### config.mk
export PLATFORM = sky130hd
export DESIGN_NAME = rgb_led_effect_generator_unit
export DESIGN_NICKNAME = d
export VERILOG_FILES = /design/src/rtl/core/rgbfx_pkg.sv /design/src/rtl/core/rgbfx_wave.sv /design/src/rtl/core/rgb_led_effect_generator_unit.sv
export SDC_FILE = /design/constraint.sdc
export NUM_CORES = 2
export LEC_CHECK = 0
export BUFFER_PORTS_ARGS = -buffer_cell sky130_fd_sc_hd__buf_2
export CAP_MARGIN = 25
export CORE_ASPECT_RATIO = 1.25
export CORE_MARGIN = 2
export CORE_UTILIZATION = 45
export DETAILED_ROUTE_END_ITERATION = 12
export SETUP_SLACK_MARGIN = 0.4
export SLEW_MARGIN = 20
export SYNTH_ARGS = -nofsm -noshare
export SYNTH_HDL_FRONTEND = slang
export SYNTH_SLANG_ARGS = --single-unit
### constraint.sdc
create_clock -name clk -period 24.7 [get_ports clk]
set_input_delay 4.94 -clock clk [delete_from_list [all_inputs] [get_ports clk]]
set_output_delay 4.94 -clock clk [all_outputs]
set_load 0.005 [all_outputs]
### src/rtl/core/rgbfx_pkg.sv
// ----------------------------------------------------------------------------
// rgbfx_pkg
// Shared types, codes and constant tables of the RGB LED effect generator.
// ----------------------------------------------------------------------------
package rgbfx_pkg;

    typedef enum logic [2:0] {
        MODE_OFF     = 3'd0,
        MODE_JUMP    = 3'd1,
        MODE_STROBE  = 3'd2,
        MODE_GRADUAL = 3'd3,
        MODE_SMOOTH  = 3'd4
    } mode_t;

    typedef enum logic [1:0] {
        REG_JUMP    = 2'd0,
        REG_GRADUAL = 2'd1,
        REG_SMOOTH  = 2'd2
    } reg_idx_t;

    typedef struct packed {
        logic [7:0] red;
        logic [7:0] green;
        logic [7:0] blue;
    } rgb_t;

    localparam logic [15:0] JUMP_INTERVAL_RST    = 16'd1000;
    localparam logic [15:0] GRADUAL_INTERVAL_RST = 16'd20;
    localparam logic [15:0] SMOOTH_INTERVAL_RST  = 16'd10;

    localparam int          COLOR_SLOTS = 7;
    localparam logic [2:0]  SLOT_LAST   = 3'(COLOR_SLOTS - 1);

    // Half-degree sine: 720 entries per turn, built from one quadrant of 181.
    localparam logic [10:0] SINE_TURN    = 11'd720;
    localparam logic [10:0] SINE_TURN2   = 11'd1440;
    localparam logic [10:0] SINE_HALF    = 11'd360;
    localparam logic [8:0]  SINE_QUARTER = 9'd180;
    localparam logic [8:0]  SINE_HALF9   = 9'd360;
    localparam logic [10:0] GREEN_OFFSET = 11'd240;
    localparam logic [10:0] BLUE_OFFSET  = 11'd480;

    localparam real PI = 3.14159265358979323846;

    typedef logic [7:0] sine_tbl_t [0:180];

    function automatic sine_tbl_t build_sine_tbl(input bit lower);
        sine_tbl_t tbl;
        real       s;
        real       v;
        for (int j = 0; j <= 180; j++)
        begin
            s = $sin(real'(j) * PI / 360.0);
            v = lower ? (127.5 - 127.5 * s) : (127.5 + 127.5 * s);
            tbl[j] = 8'(int'($floor(v)));
        end
        return tbl;
    endfunction

    localparam sine_tbl_t SINE_UPPER = build_sine_tbl(1'b0);
    localparam sine_tbl_t SINE_LOWER = build_sine_tbl(1'b1);

    function automatic rgb_t jump_color(input logic [2:0] slot);
        rgb_t c;
        unique case (slot)
            3'd0:    c = '{red: 8'd255, green: 8'd0,   blue: 8'd0};
            3'd1:    c = '{red: 8'd0,   green: 8'd255, blue: 8'd0};
            3'd2:    c = '{red: 8'd0,   green: 8'd0,   blue: 8'd255};
            3'd3:    c = '{red: 8'd255, green: 8'd255, blue: 8'd0};
            3'd4:    c = '{red: 8'd0,   green: 8'd255, blue: 8'd255};
            3'd5:    c = '{red: 8'd255, green: 8'd0,   blue: 8'd255};
            3'd6:    c = '{red: 8'd255, green: 8'd255, blue: 8'd255};
            default: c = '0;
        endcase
        return c;
    endfunction

endpackage

### src/rtl/core/rgbfx_wave.sv
// ----------------------------------------------------------------------------
// rgbfx_wave
// Three-phase sine lookup: one wave step in, red/green/blue 120 degrees apart.
// ----------------------------------------------------------------------------
module rgbfx_wave #(
    parameter int STEP_W = 9
) (
    input  logic [STEP_W-1:0] step,
    output rgbfx_pkg::rgb_t   color
);
    import rgbfx_pkg::*;

    function automatic logic [7:0] sine_at(input logic [10:0] k_raw);
        logic [10:0] k;
        logic        lower;
        logic [8:0]  m;
        logic [8:0]  j9;
        logic [7:0]  j;
        if (k_raw >= SINE_TURN2)
        begin
            k = k_raw - SINE_TURN2;
        end
        else if (k_raw >= SINE_TURN)
        begin
            k = k_raw - SINE_TURN;
        end
        else
        begin
            k = k_raw;
        end
        lower = (k >= SINE_HALF);
        m     = lower ? 9'(k - SINE_HALF) : 9'(k);
        j9    = (m <= SINE_QUARTER) ? m : (SINE_HALF9 - m);
        j     = j9[7:0];
        return lower ? SINE_LOWER[j] : SINE_UPPER[j];
    endfunction

    logic [10:0] step_ext;

    assign step_ext    = 11'(step);
    assign color.red   = sine_at(step_ext);
    assign color.green = sine_at(step_ext + GREEN_OFFSET);
    assign color.blue  = sine_at(step_ext + BLUE_OFFSET);

endmodule

### src/rtl/core/rgb_led_effect_generator_unit.sv
// ----------------------------------------------------------------------------
// rgb_led_effect_generator_unit
// RGB LED effect sequencer: off, color jump, strobe and two sine-wave modes.
// ----------------------------------------------------------------------------
// Takes one transfer (mode, now_ms) per clock unless in_stall is high and
// yields at most one color transfer per input. An input passes through an
// input register and then a single pass of logic (elapsed-time compare,
// color table or sine table lookup, strobe parity by reciprocal multiply)
// into the result register. The throughput is one item per cycle; it drops
// only while out_stall holds a waiting result. Inputs that produce no color
// (jump and wave modes before their interval has passed) still advance the
// effect state. Interval registers are written over the APB port at 0x0,
// 0x4 and 0x8 and should change only while idle.
// ----------------------------------------------------------------------------
module rgb_led_effect_generator_unit #(
    parameter int STROBE_MS  = 250,
    parameter int WAVE_STEPS = 360
) (
    input  logic        clk,
    input  logic        rst_n,

    input  logic        in_valid,
    output logic        in_stall,
    input  logic [2:0]  mode,
    input  logic [31:0] now_ms,

    output logic        out_valid,
    input  logic        out_stall,
    output logic [7:0]  red,
    output logic [7:0]  green,
    output logic [7:0]  blue,

    input  logic        psel,
    input  logic        penable,
    input  logic        pwrite,
    input  logic [3:0]  paddr,
    input  logic [31:0] pwdata,
    output logic [31:0] prdata,
    output logic        pready
);
    import rgbfx_pkg::*;

    localparam int              STEP_W      = (WAVE_STEPS > 1) ? $clog2(WAVE_STEPS) : 1;
    localparam logic [STEP_W-1:0] STEP_LAST = STEP_W'(WAVE_STEPS - 1);
    localparam int              STROBE_SH   = $clog2(STROBE_MS);
    localparam logic [63:0]     STROBE_MUL64 =
        ((64'd1 << (32 + STROBE_SH)) + 64'(STROBE_MS) - 64'd1) / 64'(STROBE_MS);
    localparam logic [32:0]     STROBE_MUL  = STROBE_MUL64[32:0];
    localparam logic [31:0]     STROBE_LEN  = 32'(STROBE_MS);

    // configuration
    logic [15:0] jump_interval_reg;
    logic [15:0] gradual_interval_reg;
    logic [15:0] smooth_interval_reg;
    logic        cfg_write;
    reg_idx_t    cfg_idx;

    assign pready    = 1'b1;
    assign cfg_write = psel && penable && pwrite;
    assign cfg_idx   = reg_idx_t'(paddr[3:2]);

    always_ff @(posedge clk or negedge rst_n)
    begin
        if (!rst_n)
        begin
            jump_interval_reg    <= JUMP_INTERVAL_RST;
            gradual_interval_reg <= GRADUAL_INTERVAL_RST;
            smooth_interval_reg  <= SMOOTH_INTERVAL_RST;
        end
        else if (cfg_write)
        begin
            unique case (cfg_idx)
                REG_JUMP:    jump_interval_reg    <= pwdata[15:0];
                REG_GRADUAL: gradual_interval_reg <= pwdata[15:0];
                REG_SMOOTH:  smooth_interval_reg  <= pwdata[15:0];
                default:     ;
            endcase
        end
    end

    always_comb
    begin
        unique case (cfg_idx)
            REG_JUMP:    prdata = {16'd0, jump_interval_reg};
            REG_GRADUAL: prdata = {16'd0, gradual_interval_reg};
            REG_SMOOTH:  prdata = {16'd0, smooth_interval_reg};
            default:     prdata = '0;
        endcase
    end

    // input register
    logic        s1_valid_reg;
    logic [2:0]  s1_mode_reg;
    logic [31:0] s1_now_reg;
    logic        out_valid_reg;
    logic        out_valid_next;
    rgb_t        out_color_reg;
    logic        advance;
    logic        in_take;

    assign advance  = s1_valid_reg && (!out_valid_reg || !out_stall);
    assign in_stall = s1_valid_reg && !advance;
    assign in_take  = in_valid && !in_stall;

    always_ff @(posedge clk or negedge rst_n)
    begin
        if (!rst_n)
        begin
            s1_valid_reg <= 1'b0;
        end
        else if (in_take || advance)
        begin
            s1_valid_reg <= in_take;
        end
    end

    always_ff @(posedge clk)
    begin
        if (in_take)
        begin
            s1_mode_reg <= mode;
            s1_now_reg  <= now_ms;
        end
    end

    // effect state
    logic [2:0]        active_mode_reg;
    logic [31:0]       last_update_ms_reg;
    logic [2:0]        color_slot_reg;
    logic [STEP_W-1:0] wave_step_reg;

    logic [31:0]       last_update_ms_next;
    logic [2:0]        color_slot_next;
    logic [STEP_W-1:0] wave_step_next;

    logic              mode_change;
    logic [31:0]       elapsed;
    logic [31:0]       last_base;
    logic [2:0]        slot_base;
    logic [STEP_W-1:0] step_base;
    logic [STEP_W-1:0] step_adv;
    logic [15:0]       wave_interval;
    logic              jump_due;
    logic              strobe_due;
    logic              wave_due;
    logic [64:0]       strobe_prod;
    logic              strobe_odd;
    logic [7:0]        strobe_lvl;
    rgb_t              wave_color;
    rgb_t              result_color;
    logic              has_result;

    assign mode_change   = (s1_mode_reg != active_mode_reg);
    assign last_base     = mode_change ? s1_now_reg : last_update_ms_reg;
    assign slot_base     = mode_change ? 3'd0 : color_slot_reg;
    assign step_base     = mode_change ? '0 : wave_step_reg;
    assign elapsed       = s1_now_reg - last_base;
    assign wave_interval = (s1_mode_reg == MODE_GRADUAL) ? gradual_interval_reg
                                                         : smooth_interval_reg;
    assign jump_due      = (elapsed >= {16'd0, jump_interval_reg});
    assign wave_due      = (elapsed >= {16'd0, wave_interval});
    assign strobe_due    = (elapsed >= STROBE_LEN);
    assign step_adv      = (step_base == STEP_LAST) ? '0 : step_base + 1'b1;
    assign strobe_prod   = 65'(s1_now_reg) * 65'(STROBE_MUL);
    assign strobe_odd    = strobe_prod[32 + STROBE_SH];
    assign strobe_lvl    = strobe_odd ? 8'd0 : 8'd255;

    rgbfx_wave #(
        .STEP_W (STEP_W)
    ) u_wave (
        .step  (step_adv),
        .color (wave_color)
    );

    always_comb
    begin
        last_update_ms_next = last_base;
        color_slot_next     = slot_base;
        wave_step_next      = step_base;
        has_result          = 1'b0;
        result_color        = '0;
        unique case (s1_mode_reg)
            MODE_JUMP:
            begin
                if (jump_due)
                begin
                    last_update_ms_next = s1_now_reg;
                    color_slot_next     = (slot_base == SLOT_LAST) ? 3'd0 : slot_base + 3'd1;
                    has_result          = 1'b1;
                    result_color        = jump_color(slot_base);
                end
            end
            MODE_STROBE:
            begin
                if (strobe_due)
                begin
                    last_update_ms_next = s1_now_reg;
                end
                has_result   = 1'b1;
                result_color = '{red: strobe_lvl, green: strobe_lvl, blue: strobe_lvl};
            end
            MODE_GRADUAL, MODE_SMOOTH:
            begin
                if (wave_due)
                begin
                    last_update_ms_next = s1_now_reg;
                    wave_step_next      = step_adv;
                    has_result          = 1'b1;
                    result_color        = wave_color;
                end
            end
            default:
            begin
                has_result = 1'b1;
            end
        endcase
    end

    always_ff @(posedge clk or negedge rst_n)
    begin
        if (!rst_n)
        begin
            active_mode_reg    <= MODE_OFF;
            last_update_ms_reg <= '0;
            color_slot_reg     <= '0;
            wave_step_reg      <= '0;
        end
        else if (advance)
        begin
            active_mode_reg    <= s1_mode_reg;
            last_update_ms_reg <= last_update_ms_next;
            color_slot_reg     <= color_slot_next;
            wave_step_reg      <= wave_step_next;
        end
    end

    // result register
    assign out_valid_next = advance ? has_result : (out_valid_reg && out_stall);

    always_ff @(posedge clk or negedge rst_n)
    begin
        if (!rst_n)
        begin
            out_valid_reg <= 1'b0;
        end
        else
        begin
            out_valid_reg <= out_valid_next;
        end
    end

    always_ff @(posedge clk)
    begin
        if (advance && has_result)
        begin
            out_color_reg <= result_color;
        end
    end

    assign out_valid = out_valid_reg;
    assign red       = out_color_reg.red;
    assign green     = out_color_reg.green;
    assign blue      = out_color_reg.blue;

    a_slot_range: assert property (@(posedge clk) disable iff (!rst_n)
        color_slot_reg <= SLOT_LAST)
        else $error("color slot out of range");

    a_step_range: assert property (@(posedge clk) disable iff (!rst_n)
        wave_step_reg <= STEP_LAST)
        else $error("wave step out of range");

    a_stall_needs_item: assert property (@(posedge clk) disable iff (!rst_n)
        in_stall |-> (s1_valid_reg && out_valid_reg && out_stall))
        else $error("input stalled without a blocked item");

    a_strobe_emits: assert property (@(posedge clk) disable iff (!rst_n)
        (advance && s1_mode_reg == MODE_STROBE) |=> out_valid_reg)
        else $error("strobe item produced no color");

    a_restart_timer: assert property (@(posedge clk) disable iff (!rst_n)
        (advance && mode_change) |=> (last_update_ms_reg == $past(s1_now_reg)))
        else $error("mode change did not restart the timer");

endmodule
# --- Word level (Yosys, flattened, before mapping) ---
# Memory sizes are Yosys's and may differ from the RTL's.
# Index checks and enable logic that the tools add are counted.
op_classes:
  mul: 1
  n_reduce_logical: 19
  eq_ne: 14
  n_addsub: 17
  n_lt_le_gt_ge: 18
  n_mux: 51
  bitwise_logic: 3
op_table:
  columns: ["op", "n"]
  rows:
  - ["$pmux 24 s7", 1]
  - ["$mux 8", 19]
  - ["$mux 32", 4]
  - ["$pmux 32 s3", 1]
  - ["$pmux 24 s3", 1]
  - ["$mux 11", 6]
  - ["$ge 32x16->1", 2]
  - ["$mux 9", 7]
  - ["$mux 24", 2]
  - ["$pmux 16 s3", 1]
  - ["$mul 32x29->37 const B", 1]
  - ["$ge 11x9->1 const B", 3]
  - ["$ge 32x8->1 const B", 1]
  - ["$sub 32x32->32", 1]
  - ["$ge 9x9->1 const B", 3]
  - ["$le 9x8->1 const B", 3]
  - ["$not 8->9", 3]
  - ["$sub 9x9->9 const B", 3]
  - ["$sub 7x8->8 const A", 3]
  - ["$ge 11x10->1 const B", 2]
  - ["$ge 11x11->1 const B", 2]
  - ["$sub 11x10->11 const B", 2]
  - ["$sub 11x11->11 const B", 2]
  - ["$mux 16", 1]
  - ["25 further kinds", 49]
totals:
  in_bits: 78
  mem_bits_ro: 12288
  register_bits: 156
  out_inout_bits: 59
  elab_cells: 143
  n_memories: 6
memory_table:
  columns: ["name", "words", "width", "read_ports", "rd_clocked_by_memory_dff", "wr", "line_no", "rtl"]
  rows:
  - ["(no name shown)", 256, 8, 1, 0, 0, "rgbfx_wave.sv:35", "return lower ? SINE_LOWER[j] : SINE_UPPER[j];"]
  - ["(no name shown)", 256, 8, 1, 0, 0, "rgbfx_wave.sv:35", null]
  - ["(no name shown)", 256, 8, 1, 0, 0, "rgbfx_wave.sv:35", null]
  - ["(no name shown)", 256, 8, 1, 0, 0, "rgbfx_wave.sv:35", null]
  - ["(no name shown)", 256, 8, 1, 0, 0, "rgbfx_wave.sv:35", null]
  - ["(no name shown)", 256, 8, 1, 0, 0, "rgbfx_wave.sv:35", null]

# --- Logic depth before layout (Yosys ltp) ---
logic_depth:
  depth_word: 19
  mapped_depth: 40
  mapped_depth_nobuf: 32

# --- Modules after synthesis ---
# From an unflattened synthesis, not the netlist that was laid out.
unflattened:
  hier_cells: 3045
  area_unflattened_um2: 27072.2
modules_own_cells:
  columns: ["mod", "seq_area_each_um2", "cells_each", "area_per_inst_um2", "instances"]
  rows:
  - ["rgb_led_effect_generator_unit", 4211.5, 1800, 19209.7, 1]
  - ["rgbfx_wave", 0.0, 1245, 7862.5, 1]

# --- Worst setup path before layout ---
# No wires, ideal clock.
synth_timing:
  path_kind: "input -> output"
  start: "input paddr[2]"
  end: "output prdata[10]"
  cell_stages: 4
  n_path_buf: 2
  t_required_ns: 19.760
  setup_slack_ns: 13.644
  arrival_time_ns: 6.116
  cell_sequence: "clkbuf_1 buf_1 mux2i_1 o21ai_0"
synth_via:
  elab_chain_cells: 2
  elab_cells_between_ends: 4
  classes_between: "2 x eq/ne; 1 x mux; 1 x reduce/logical"
synth_rtl:
  columns: ["element", "line_no", "rtl"]
  rows:
  - ["from (decl)", "rgb_led_effect_generator_unit.sv:36", "input logic [3:0] paddr,"]
  - ["$eq 2x2->1 (tied with other cells)", "rgb_led_effect_generator_unit.sv:83", "unique case (cfg_idx)"]
  - ["$pmux 16 s3 (*)", "rgb_led_effect_generator_unit.sv:83", null]
  - ["to (decl)", "rgb_led_effect_generator_unit.sv:38", "output logic [31:0] prdata,"]
# Mark *: on every way between the ends. The rest lies on a longest branch, timed or not.

# --- Final worst setup path ---
layout_timing:
  start: "input paddr[2]"
  end: "output prdata[13]"
# The elaborated chain is that of the path after synthesis.

==> out/qor.txt <==
Die H -> 275 um
Vias in the first global route -> 23.6k
Reg2Reg Depth -> 33
Post-CTS Resized -> 0
Hold crit path type -> reg2reg
WHS -> 508 ps
WP buf/inv -> 3
Average size of a mapped cell -> 8.66 sq um
Clock Pin Slew Worst Setup and Hold Paths -> 70 ps
Worst hold path cell count -> 1
CTS tree -> yes
Crit path max-delay family -> buffers and inverters
Crit path launch type -> input pin
Relative slew slack -> 26.7%
Area leader, netlist -> fa_1
Core box area -> 0.0583 sq mm
Clock Tree Buf Depth -> 2
Area grow syn2layout -> 6.78%
Post-route DRC -> 0
GP Congestion -> 0.921
Fillers -> 5544
Max Slew Vio Count -> 0
Seq/Total Area, Yosys -> 15.9%
Fraction of layout cells with a size suffix above 1 -> 10.7%
Number of max-cap violations -> 0
Setup skew after layout -> 23.7 ps
First-pass GRT wire length -> 125000 um
Maximum clock frequency -> 88.9 MHz
Total negative slack -> 0 ps
Initial Utilization -> 45.5%
Register area -> 0.00421 sq mm
Synth top area share -> 16.9%
DIE AREA -> 0.0609 sq mm
Post-DP HPWL -> 57800 um
Outcome -> finished clean
Setup repair bufs after CTS -> 0
Leak -> 13.4 nW
Critical Path End Type -> primary output
Maximum VDD drop -> 0.154 mV
Routed via count -> 23.1k
Seq cells post-synth -> 156
Initial antenna violation count -> 1
EDFF count, synth -> 59
Crit path DAT -> 6310 ps
Worst Path Required -> 19760 ps
Row cnt -> 99
Synth async-reset ratio -> 62.2%
DR pass1 iterations -> 8
Tmin final -> 11250 ps
Crit path max fanout -> 20
1st-iter DRT viols -> 2102
Netlist cell types -> 107
H-tree levels -> 4
Final Hold Fails -> 0
Sink Count -> 156
Crit path largest cell delay -> 390 ps
Latest clock arrival within the worst-skew pair -> 460 ps
Tot GR Track Use -> 25.3%
Levels on crit path -> 6
Port buffer count -> 101
Number of CTS-inserted buffers -> 17
Mapped Area -> 0.0265 sq mm
Largest cells by area after synthesis -> fa_1, ha_1, dfrtp_1
Ports -> 137
Die W -> 221 um
Worst-Margin Slew -> 1090 ps
Mapped Cells -> 3063
Final period util -> 45.5%
RSZ-0062 raised after global routing -> false
DR WL/cell -> 20.2 um
# setup viols final -> 0
Power per Cell Area -> 116 mW/mm^2
Clock root cell -> clkbuf_16
Footprint of the multi-input gates -> 0.0200 sq mm
Vias/cell -> 5.99
Setup Crit Path Kind -> in2out
CTS Hold Bufs -> 0
Final net count -> 3731
Crit path cell chain -> buf_2 -> nor2b_1 -> buf_4 -> nand2_1 -> o21ai_0 -> buf_2
Ys flop type -> dfrtp_1
Slowest CP cell -> nor2b_1
DRT Wirelength -> 77600 um
Most frequent CP cell -> buf_2
Gr ovfl total -> 0
Yosys warnings -> 0
Antenna Nets Post-Route -> 0
Largest net degree at the start of global routing -> 64
[metrics by stage]
step                power, mW  area (sq um)  utilization, %  cells  setup WS (ps)
global placement         2.94         27700            47.4   3813          13490
finish                   3.29         28300            48.5   3847          13450
global route             3.73         28300            48.5   3847          13330
floorplan                2.31         26600               -   3078          13640
CTS                      3.34         28300            48.5   3845          13480
detailed placement       3.03         27700            47.4   3813          13490
[routing by layer]
metal	track usage (%)	wire length, um	vias up	part of all wire [%]
met3	2.70	3580	185	4.6
met5	0	0	-	0
li1	-	-	10788	-
met2	47.0	39800	793	51
met1	30.2	31400	11284	40
met4	9.50	2850	0	3.7
[worst register-to-register path, delay by kind of cell, from the launching register on]
kind / cells / cell delay [ps]
fa+ha+maj: 5 / 1720
buf+inv: 6 / 1210
compound gates: 11 / 3480
simple gates: 9 / 2390
xor+xnor: 1 / 280
mux: 1 / 270
flops: 1 / 600
[layout by cell type (no fill, tap or decap), types with 17 or more instances in the layout]
master,synthesis,layout
inv_1,420,420
ha_1,353,353
nand2_1,235,235
fa_1,224,224
o21ai_0,196,196
nor2_1,183,182
a21oi_1,144,143
buf_2,36,100
dfrtp_1,87,87
mux2i_1,79,79
mux2_2,68,68
nand3_1,64,64
nor3_1,65,64
edfxtp_1,59,59
xnor2_1,57,55
buf_4,19,53
o211ai_1,42,42
a21o_1,41,41
a211oi_1,39,39
a31oi_1,36,36
nand4_1,27,27
nand2b_1,22,22
o31ai_1,21,21
o21a_1,20,20
o22ai_1,19,19
xor2_1,19,17
o21ai_1,17,17
nor2b_1,17,17
conb_1,2,17
clkbuf_16,0,17
[cell type report]
class                           count  area share, %
Antenna cell                        1        0.00884
Clock buffer                       17           1.50
Clock inverter                     15          0.703
Inverter                          428           5.70
Multi-Input combinational cell   2319           70.6
Sequential cell                   156           14.9
Tap cell                          757           3.34
Timing Repair Buffer              154           3.27
[power breakdown]
part	internal (mW)	switching (mW)
clock network	0.141	0.144
registers	0.364	0.0435
logic	1.18	1.42
[final timing paths]
path,startpoint,end,slack (ps)
min,last_update_ms_reg[27]$_DFFE_PN0P_,last_update_ms_reg[27]$_DFFE_PN0P_,510
min reg2reg,last_update_ms_reg[27]$_DFFE_PN0P_,last_update_ms_reg[27]$_DFFE_PN0P_,510
min in group asynchronous,rst_n,gradual_interval_reg[11]$_DFFE_PN0P_,4430
max,paddr[2],prdata[13],13450
max reg2reg,s1_mode_reg[0]$_DFFE_PP_,green[3]$_DFFE_PP_,14540
max in group asynchronous,rst_n,wave_step_reg[3]$_DFFE_PN0P_,19060
[logic make-up after synthesis]
logic type	after synthesis	share of synthesized area (%)
muxes	155	6.46
and+or+nand+nor	724	12.9
DFF	156	15.9
other	2	0.0283
adders and majority gates	577	33.6
AOI/OAI and AO/OA	768	19.3
xor gates and xnor gates	78	2.63
buffers and inverters	603	9.20
[cell usage after synthesis, types with 39 or more instances]
master    instances
a21o_1           41
o21ai_0         196
a211oi_1         39
inv_1           420
o211ai_1         42
nor2_1          183
fa_1            224
mux2i_1          79
xnor2_1          57
ha_1            353
a21oi_1         144
nand2_1         235
clkbuf_1         97
dfrtp_1          87
edfxtp_1         59
nand3_1          64
nor3_1           65
mux2_2           68
Note: power is estimated with default switching activity, not from simulation.
